==> config.mk <==
export PLATFORM = sky130hd
export DESIGN_NAME = max_divisor_count_in_range_unit
export DESIGN_NICKNAME = d
export VERILOG_FILES = /design/src/mdc_pkg.sv /design/src/max_divisor_count_in_range_unit.sv /design/src/mdc_div.sv /design/src/mdc_datapath.sv /design/src/mdc_ctrl.sv
export SDC_FILE = /design/constraint.sdc
export NUM_CORES = 1
export LEC_CHECK = 0
export BUFFER_PORTS_ARGS = -buffer_cell sky130_fd_sc_hd__buf_2
export CAP_MARGIN = 20
export CORE_MARGIN = 3
export CORE_UTILIZATION = 56
export CTS_CLUSTER_DIAMETER = 40
export DETAILED_ROUTE_END_ITERATION = 6
export PLACE_DENSITY = 0.77
export SLEW_MARGIN = 15
export SYNTH_ARGS = -nofsm -noshare
export SYNTH_HDL_FRONTEND = slang
export SYNTH_SLANG_ARGS = --single-unit
==> constraint.sdc <==
create_clock -name i_clk -period 4.5 [get_ports i_clk]
set_clock_uncertainty 0.05 [all_clocks]
set_input_delay 0.9 -clock i_clk [delete_from_list [all_inputs] [get_ports i_clk]]
set_output_delay 0.9 -clock i_clk [all_outputs]
set_load 0.01 [all_outputs]
==> src/mdc_pkg.sv <==
// ----------------------------------------------------------------------------
// mdc_pkg
// Shared types and constants for the maximum divisor count range unit.
// ----------------------------------------------------------------------------
package mdc_pkg;

    localparam int NUM_W   = 31;   // width of a range bound / number
    localparam int COUNT_W = 11;   // width of a divisor count
    localparam int DIVR_W  = 16;   // trial divisor width (up to 46341)
    localparam int SQ_W    = 32;   // square of a trial divisor
    localparam int EXP_W   = 5;    // prime exponent, at most 30

    typedef struct packed {
        logic [NUM_W-1:0] range_low;
        logic [NUM_W-1:0] range_high;
    } t_in;

    typedef struct packed {
        logic [NUM_W-1:0]   best_number;
        logic [COUNT_W-1:0] best_count;
        logic               range_error;
    } t_out;

    // controller -> datapath
    typedef struct packed {
        logic load_query;
        logic set_err;
        logic init_num;
        logic div_start;
        logic div_take;
        logic next_div;
        logic num_end;
        logic next_num;
        logic load_out;
    } t_cmd;

    // datapath -> controller
    typedef struct packed {
        logic range_bad;
        logic sq_gt_m;
        logic div_done;
        logic rem_zero;
        logic last_num;
    } t_status;

endpackage

==> src/max_divisor_count_in_range_unit.sv <==
// ----------------------------------------------------------------------------
// max_divisor_count_in_range_unit
// Rejected range: the check state goes straight to the result state.
//   Valid range: each number runs trial divisions in turn; divisors are 2
//   then odd values up to sqrt of the cofactor, each trial a full serial
//   division, and the query walks every number of the span.
// Throughput: one query at a time; set by the 1-bit-per-cycle divider loop.
// Reset: synchronous active low, clears sequencer, output valid and divider counter/done only.
// ----------------------------------------------------------------------------
module max_divisor_count_in_range_unit #(
    parameter int MAX_SPAN = 1024
) (
    input  logic          i_clk,
    input  logic          i_rst_n,
    input  logic          i_in_valid,
    output logic          o_in_ready,
    input  mdc_pkg::t_in  i_in_data,
    output logic          o_out_valid,
    input  logic          i_out_ready,
    output mdc_pkg::t_out o_out_data
);
    import mdc_pkg::*;

    // Controller walks numbers and trial divisors; datapath holds the
    // cofactor, divisor, its square, the running count and the best so far.
    t_cmd    w_cmd;
    t_status w_status;

    mdc_ctrl u_ctrl (
        .i_clk       (i_clk),
        .i_rst_n     (i_rst_n),
        .i_in_valid  (i_in_valid),
        .o_in_ready  (o_in_ready),
        .o_out_valid (o_out_valid),
        .i_out_ready (i_out_ready),
        .i_status    (w_status),
        .o_cmd       (w_cmd)
    );

    // Output beat register lives in the datapath; it is reloaded only once
    // the previous beat has been taken.
    mdc_datapath #(
        .MAX_SPAN (MAX_SPAN)
    ) u_dp (
        .i_clk      (i_clk),
        .i_rst_n    (i_rst_n),
        .i_in_data  (i_in_data),
        .i_cmd      (w_cmd),
        .o_status   (w_status),
        .o_out_data (o_out_data)
    );

    // one query in flight: ready drops right after an accepted beat
    a_one_query: assert property (@(posedge i_clk) disable iff (!i_rst_n)
        (i_in_valid && o_in_ready) |=> !o_in_ready)
        else $error("input accepted twice in a row");

    // error beats always carry number one with count one
    a_err_result: assert property (@(posedge i_clk) disable iff (!i_rst_n)
        (o_out_valid && o_out_data.range_error) |->
        (o_out_data.best_number == NUM_W'(1) && o_out_data.best_count == COUNT_W'(1)))
        else $error("error beat with nonunit result");

    // a result beat never carries a zero count or zero number
    a_nonzero: assert property (@(posedge i_clk) disable iff (!i_rst_n)
        o_out_valid |-> (o_out_data.best_count != '0 && o_out_data.best_number != '0))
        else $error("zero in result beat");

endmodule

==> src/mdc_div.sv <==
// ----------------------------------------------------------------------------
// mdc_div
// Restoring divider, one quotient bit per cycle; 31-bit by 16-bit.
// ----------------------------------------------------------------------------
module mdc_div (
    input  logic                        i_clk,
    input  logic                        i_rst_n,
    input  logic                        i_start,
    input  logic [mdc_pkg::NUM_W-1:0]   i_dividend,
    input  logic [mdc_pkg::DIVR_W-1:0]  i_divisor,
    output logic                        o_done,
    output logic [mdc_pkg::NUM_W-1:0]   o_quotient,
    output logic                        o_rem_zero
);
    import mdc_pkg::*;

    localparam int CNT_W = $clog2(NUM_W + 1);

    logic [CNT_W-1:0]  r_left;
    logic              r_done;
    logic [NUM_W-1:0]  r_quo;
    logic [DIVR_W:0]   r_rem;

    logic [DIVR_W:0]   w_trial;
    logic              w_ge;
    logic [DIVR_W:0]   w_diff;

    assign w_trial = {r_rem[DIVR_W-1:0], r_quo[NUM_W-1]};
    assign w_ge    = (w_trial >= {1'b0, i_divisor});
    assign w_diff  = w_trial - {1'b0, i_divisor};

    always_ff @(posedge i_clk) begin
        if (!i_rst_n) begin
            r_left <= '0;
            r_done <= 1'b0;
        end else begin
            r_done <= (r_left == CNT_W'(1));
            if (i_start) begin
                r_left <= CNT_W'(NUM_W);
            end else if (r_left != '0) begin
                r_left <= r_left - CNT_W'(1);
            end
        end
    end

    // divisor must hold steady while a division runs
    always_ff @(posedge i_clk) begin
        if (i_start) begin
            r_quo <= i_dividend;
            r_rem <= '0;
        end else if (r_left != '0) begin
            r_quo <= {r_quo[NUM_W-2:0], w_ge};
            r_rem <= w_ge ? w_diff : w_trial;
        end
    end

    assign o_done     = r_done;
    assign o_quotient = r_quo;
    assign o_rem_zero = (r_rem == '0);

endmodule

==> src/mdc_datapath.sv <==
// ----------------------------------------------------------------------------
// mdc_datapath
// Number walk, trial divisor stepping, divisor count and best tracking.
// ----------------------------------------------------------------------------
module mdc_datapath #(
    parameter int MAX_SPAN = 1024
) (
    input  logic              i_clk,
    input  logic              i_rst_n,
    input  mdc_pkg::t_in      i_in_data,
    input  mdc_pkg::t_cmd     i_cmd,
    output mdc_pkg::t_status  o_status,
    output mdc_pkg::t_out     o_out_data
);
    import mdc_pkg::*;

    localparam logic [NUM_W-1:0] SPAN_M1 = NUM_W'(MAX_SPAN - 1);

    logic [NUM_W-1:0]   r_n;
    logic [NUM_W-1:0]   r_hi;
    logic [NUM_W-1:0]   r_m;
    logic [COUNT_W-1:0] r_cnt;
    logic [EXP_W-1:0]   r_e;
    logic [DIVR_W-1:0]  r_d;
    logic [SQ_W-1:0]    r_sq;
    logic [NUM_W-1:0]   r_best_n;
    logic [COUNT_W-1:0] r_best_c;
    logic               r_err;
    t_out               r_out;

    logic [EXP_W-1:0]   w_e1;
    logic [COUNT_W-1:0] w_prod;
    logic [COUNT_W-1:0] w_cnt_fin;
    logic               w_div_done;
    logic [NUM_W-1:0]   w_quo;
    logic               w_rem_zero;

    mdc_div u_div (
        .i_clk      (i_clk),
        .i_rst_n    (i_rst_n),
        .i_start    (i_cmd.div_start),
        .i_dividend (r_m),
        .i_divisor  (r_d),
        .o_done     (w_div_done),
        .o_quotient (w_quo),
        .o_rem_zero (w_rem_zero)
    );

    assign w_e1      = r_e + EXP_W'(1);
    assign w_prod    = COUNT_W'(16'(r_cnt) * 16'(w_e1));
    // leftover cofactor above one is one more prime
    assign w_cnt_fin = (r_m > NUM_W'(1)) ? {r_cnt[COUNT_W-2:0], 1'b0} : r_cnt;

    always_ff @(posedge i_clk) begin
        if (i_cmd.load_query) begin
            r_n      <= i_in_data.range_low;
            r_hi     <= i_in_data.range_high;
            r_best_n <= NUM_W'(1);
            r_best_c <= COUNT_W'(1);
            r_err    <= 1'b0;
        end
        if (i_cmd.set_err) begin
            r_err <= 1'b1;
        end
        if (i_cmd.init_num) begin
            r_m   <= r_n;
            r_cnt <= COUNT_W'(1);
            r_e   <= '0;
            r_d   <= DIVR_W'(2);
            r_sq  <= SQ_W'(4);
        end
        if (i_cmd.div_take) begin
            r_m <= w_quo;
            r_e <= w_e1;
        end
        if (i_cmd.next_div) begin
            r_cnt <= w_prod;
            r_e   <= '0;
            if (r_d == DIVR_W'(2)) begin
                r_d  <= DIVR_W'(3);
                r_sq <= SQ_W'(9);
            end else begin
                // (d+2)^2 = d^2 + 4d + 4
                r_d  <= r_d + DIVR_W'(2);
                r_sq <= r_sq + {{(SQ_W-DIVR_W-2){1'b0}}, r_d, 2'b00} + SQ_W'(4);
            end
        end
        if (i_cmd.num_end && (w_cnt_fin > r_best_c)) begin
            r_best_c <= w_cnt_fin;
            r_best_n <= r_n;
        end
        if (i_cmd.next_num) begin
            r_n <= r_n + NUM_W'(1);
        end
        if (i_cmd.load_out) begin
            r_out.best_number <= r_best_n;
            r_out.best_count  <= r_best_c;
            r_out.range_error <= r_err;
        end
    end

    assign o_status.range_bad = (r_n == '0) || (r_hi < r_n) || ((r_hi - r_n) > SPAN_M1);
    assign o_status.sq_gt_m   = (r_sq > {1'b0, r_m});
    assign o_status.div_done  = w_div_done;
    assign o_status.rem_zero  = w_rem_zero;
    assign o_status.last_num  = (r_n == r_hi);

    assign o_out_data = r_out;

endmodule

==> src/mdc_ctrl.sv <==
// ----------------------------------------------------------------------------
// mdc_ctrl
// Sequencer for range check, number walk and trial division loop.
// ----------------------------------------------------------------------------
module mdc_ctrl (
    input  logic              i_clk,
    input  logic              i_rst_n,
    input  logic              i_in_valid,
    output logic              o_in_ready,
    output logic              o_out_valid,
    input  logic              i_out_ready,
    input  mdc_pkg::t_status  i_status,
    output mdc_pkg::t_cmd     o_cmd
);
    import mdc_pkg::*;

    typedef enum logic [2:0] {
        S_IDLE,
        S_CHECK,
        S_INIT,
        S_TEST,
        S_DIV_WAIT,
        S_DIV_GO,
        S_NUM_END,
        S_RESULT
    } t_state;

    t_state r_state;
    t_state n_state;
    logic   r_out_valid;
    logic   w_out_free;

    assign w_out_free = !r_out_valid || i_out_ready;

    always_comb begin
        o_cmd   = '0;
        n_state = r_state;
        unique case (r_state)
            S_IDLE: begin
                if (i_in_valid) begin
                    o_cmd.load_query = 1'b1;
                    n_state          = S_CHECK;
                end
            end
            S_CHECK: begin
                if (i_status.range_bad) begin
                    o_cmd.set_err = 1'b1;
                    n_state       = S_RESULT;
                end else begin
                    n_state = S_INIT;
                end
            end
            S_INIT: begin
                o_cmd.init_num = 1'b1;
                n_state        = S_TEST;
            end
            S_TEST: begin
                if (i_status.sq_gt_m) begin
                    n_state = S_NUM_END;
                end else begin
                    o_cmd.div_start = 1'b1;
                    n_state         = S_DIV_WAIT;
                end
            end
            S_DIV_WAIT: begin
                if (i_status.div_done) begin
                    if (i_status.rem_zero) begin
                        o_cmd.div_take = 1'b1;
                        n_state        = S_DIV_GO;
                    end else begin
                        o_cmd.next_div = 1'b1;
                        n_state        = S_TEST;
                    end
                end
            end
            S_DIV_GO: begin
                // same divisor again until it stops dividing
                o_cmd.div_start = 1'b1;
                n_state         = S_DIV_WAIT;
            end
            S_NUM_END: begin
                o_cmd.num_end = 1'b1;
                if (i_status.last_num) begin
                    n_state = S_RESULT;
                end else begin
                    o_cmd.next_num = 1'b1;
                    n_state        = S_INIT;
                end
            end
            S_RESULT: begin
                if (w_out_free) begin
                    o_cmd.load_out = 1'b1;
                    n_state        = S_IDLE;
                end
            end
            default: begin
                n_state = S_IDLE;
            end
        endcase
    end

    always_ff @(posedge i_clk) begin
        if (!i_rst_n) begin
            r_state     <= S_IDLE;
            r_out_valid <= 1'b0;
        end else begin
            r_state <= n_state;
            if (o_cmd.load_out) begin
                r_out_valid <= 1'b1;
            end else if (i_out_ready) begin
                r_out_valid <= 1'b0;
            end
        end
    end

    assign o_in_ready  = (r_state == S_IDLE);
    assign o_out_valid = r_out_valid;

endmodule
==> metrics.json <==
{
  "run_status": "finished clean",
  "clkSlewWorstSetupHoldPaths_ns": 0.06,
  "placed_area_sq_um": 19100,
  "ys.warnings.count": 0,
  "arrival_ns": 4.55,
  "post-synth-top-area-fraction": 0.446,
  "worstSkewPairLatency_ns": 0.56,
  "postLayoutCellArea_sq_um": 20600,
  "slew_viol_final": 0,
  "clock_path_buffers": 3,
  "highest_fanout_seen_on_the_critical_path": 3,
  "place_congestion": 0.920,
  "crit_path_start_kind": "flop",
  "htree_levels": 2,
  "synth_area_leader_cell": "edfxtp_1",
  "syn_to_final_growth_pct": 14.5,
  "route.detailed.wl_per_inst_microns": 19.1,
  "initial_core_util": 0.577,
  "synth_cell_types": 73,
  "post-route-period-util": 0.960,
  "core-area_sq_um": 31100,
  "finalHoldViolations": 0,
  "timing_worst_slew_pin_value_ns": 0.978,
  "yosys_most_used_dff": "edfxtp_1",
  "die_height_microns": 185,
  "mappedNetlistNets": 1948,
  "multiInputGateArea_sq_um": 8630,
  "antenna_violations_before_repair": 1,
  "min_cycle_time_layout_ns": 4.32,
  "p_leak_nw": 8.30,
  "drt_pass1_iterations": 7,
  "fmax_ghz": 0.231,
  "design_power_total_mw": 11.2,
  "ctsResizeCount": 0,
  "cts_setup_buffers": 0,
  "power_per_cell_area_nw_per_um2": 544,
  "clk_root_buffer_cell": "clkbuf_16",
  "routed_wire_length_mm": 43.5,
  "drt_iter0_drc": 1054,
  "vias": 13560,
  "number_of_synthesized_register_bits": 300,
  "place_worst_setup_slack_ns": 0.0815,
  "clock_sinks": 300,
  "via_count_of_the_first_global_routing_pass": 13419,
  "worstHoldPathType": "flop to flop",
  "remaining_drc_errors": 0,
  "postSynthCellCount": 1719,
  "cap_viol_max_count": 0,
  "postSynth.asyncResetShare": 0,
  "via_count_normalized_by_instance_count": 5.96,
  "placement_rows": 64,
  "post_synth.cell_area_avg_sq_um": 10.5,
  "numCtsBuffers": 44,
  "placement.io_buffers": 110,
  "setup.worst_path.class": "flop to flop",
  "ant_nets": 0,
  "die_area_sq_um": 34300,
  "fraction_of_layout_instances_using_a_drive_strength_above_1": 0.153,
  "ctsHoldBuffers": 0,
  "first_pass_grt_wire_length_mm": 69.1,
  "pin_count": 111,
  "cts_tree": "built",
  "grt_max_degree": 69,
  "global_route.usage.total": 0.252,
  "globalRoute.totalOverflow": 0,
  "worst_hold_path.num_cells": 0,
  "fillers": 2360,
  "end_kind": "flop",
  "vdd_ir_max_mv": 0.562,
  "synth.cell_area_sq_um": 18000,
  "synth-seq-area-share": 0.483,
  "finalSetupViolCount": 0,
  "worstRegToRegCells": 17,
  "post-route-worst-setup-slack_ns": 0.179,
  "hpwlAfterDp_mm": 31.8,
  "synthTopCellsByArea": "edfxtp_1 (45%), ha_1 (9.7%), xnor2_1 (3.9%)",
  "timing.slew.headroom": 0.347,
  "design.final.nets": 2075,
  "cp_data_required_time_ns": 4.73,
  "area_occupied_by_registers_sq_um": 8680,
  "chipWidth_microns": 185,
  "synth-edff-count": 267,
  "antenna_cells_inserted": 0
}
final timing paths:
check	start	slack (ns)	endpoint
hold reg to reg	u_dp.r_best_n[17]$_SDFFCE_PN0P_	0.35	u_dp.o_out_data[29]$_DFFE_PP_
hold / removal	u_dp.r_best_n[17]$_SDFFCE_PN0P_	0.35	u_dp.o_out_data[29]$_DFFE_PP_
setup / recovery	u_dp.r_e[0]$_SDFFE_PP0P_	0.18	u_dp.r_cnt[10]$_SDFFCE_PN0P_
setup reg to reg	u_dp.r_e[0]$_SDFFE_PP0P_	0.18	u_dp.r_cnt[10]$_SDFFCE_PN0P_
routing by layer:
layer	wire, microns	up-vias	track usage
met2	21000	422	0.424
met5	14	-	0
li1	-	6468	-
met3	2560	84	0.0407
met1	18700	6584	0.338
met4	1200	2	0.0786
through the flow:
step | TNS, ns | hold slack [ns] | cells | utilization
after global routing | -0.0103 | 0.366 | 2276 | 0.661
after floorplan | 0 | 0.350 | 1719 | -
final | 0 | 0.350 | 2276 | 0.661
after detailed placement | 0 | 0.355 | 2196 | 0.612
after global placement | 0 | 0.351 | 2196 | 0.612
after CTS | 0 | 0.352 | 2276 | 0.660
registers in the layout, indices dropped and copies added (netlist names), 5 cells and up:
register,count
u_dp.o_out_data,43
u_dp.r_best_c,11
u_dp.r_best_n,31
u_dp.r_cnt,11
u_dp.r_d,16
u_dp.r_e,5
u_dp.r_hi,31
u_dp.r_m,31
u_dp.r_n,31
u_dp.r_sq,31
u_dp.u_div.o_quotient,31
u_dp.u_div.r_left,5
u_dp.u_div.r_rem,17
report_power, final:
group	leakage (nW)	internal [mW]	switching (mW)
Sequential	2.77	3.80	0.439
Combinational	4.84	1.41	2.10
Clock	0.696	2.12	1.33
final cells by class:
class,count,share of cell area
tap,396,0.0241
sequential,300,0.422
clock inverter,31,0.0157
multi-input combinational,1222,0.419
clock buffer,49,0.0565
timing repair buffer,138,0.0376
inverter,140,0.0255
cells in the final DEF (no fill, tap or decap), types with 6 or more instances in the layout:
cell type,netlist,routed
nor3_1,32,32
a21o_1,31,31
a21oi_1,113,112
fa_1,23,22
nor2_1,157,155
or3_1,6,6
nor4_1,35,35
nand2_1,132,129
a31oi_1,11,11
nand2b_1,12,12
inv_6,0,6
xor2_1,18,17
nand3_1,57,57
o21ai_0,71,69
edfxtp_1,267,267
ha_1,140,138
dfxtp_1,33,30
or2_2,6,6
clkinvlp_4,0,9
inv_1,140,140
a21boi_0,6,6
a211oi_1,11,11
nor2b_1,34,34
o21bai_1,9,9
mux2i_1,8,8
clkbuf_16,0,46
nand4_1,30,30
o211ai_1,8,8
xnor2_1,81,80
buf_4,1,27
o21a_1,17,17
nor3b_1,7,7
and3_1,19,19
buf_2,7,110
mux2_2,43,43
and2_1,35,35
cell families (layout without fill, tap and decap cells):
logic type      after synthesis  after routing  share of synthesized area
compound gates              328            328                      0.114
xor+xnor                     99             99                     0.0482
fa+ha+maj                   163            163                      0.123
buf+inv                     197            358                     0.0420
flops                       300            300                      0.483
mux                          51             51                     0.0314
simple gates                581            581                      0.159
Yosys cell counts (4+ instances only):
library cell	n
a2111oi_0	4
a211oi_1	11
a21boi_0	6
a21o_1	31
a21oi_1	113
a31oi_1	11
and2_1	35
and3_1	19
buf_2	7
clkbuf_1	45
dfxtp_1	33
edfxtp_1	267
fa_1	23
ha_1	140
inv_1	140
mux2_2	43
mux2i_1	8
nand2_1	132
nand2b_1	12
nand3_1	57
nand3b_1	4
nand4_1	30
nor2_1	157
nor2b_1	34
nor3_1	32
nor3b_1	7
nor4_1	35
o211ai_1	8
o21a_1	17
o21ai_0	71
o21ai_1	4
o21bai_1	9
o31ai_1	4
or2_2	6
or3_1	6
xnor2_1	81
xor2_1	18
worst max-delay path, cell delays in order (launching register included):
cell,delay [ns]
dfxtp_2,0.33
ha_1,0.21
buf_4,0.16
xor2_2,0.17
nand2_2,0.09
fa_1,0.57
fa_1,0.46
fa_1,0.56
inv_1,0.07
ha_4,0.25
a21o_1,0.17
a21o_1,0.20
a21o_1,0.19
a21oi_2,0.16
o21bai_1,0.08
a21oi_1,0.15
xnor2_1,0.13
nor2_1,0.05
Power figures use the tool's default switching activity.
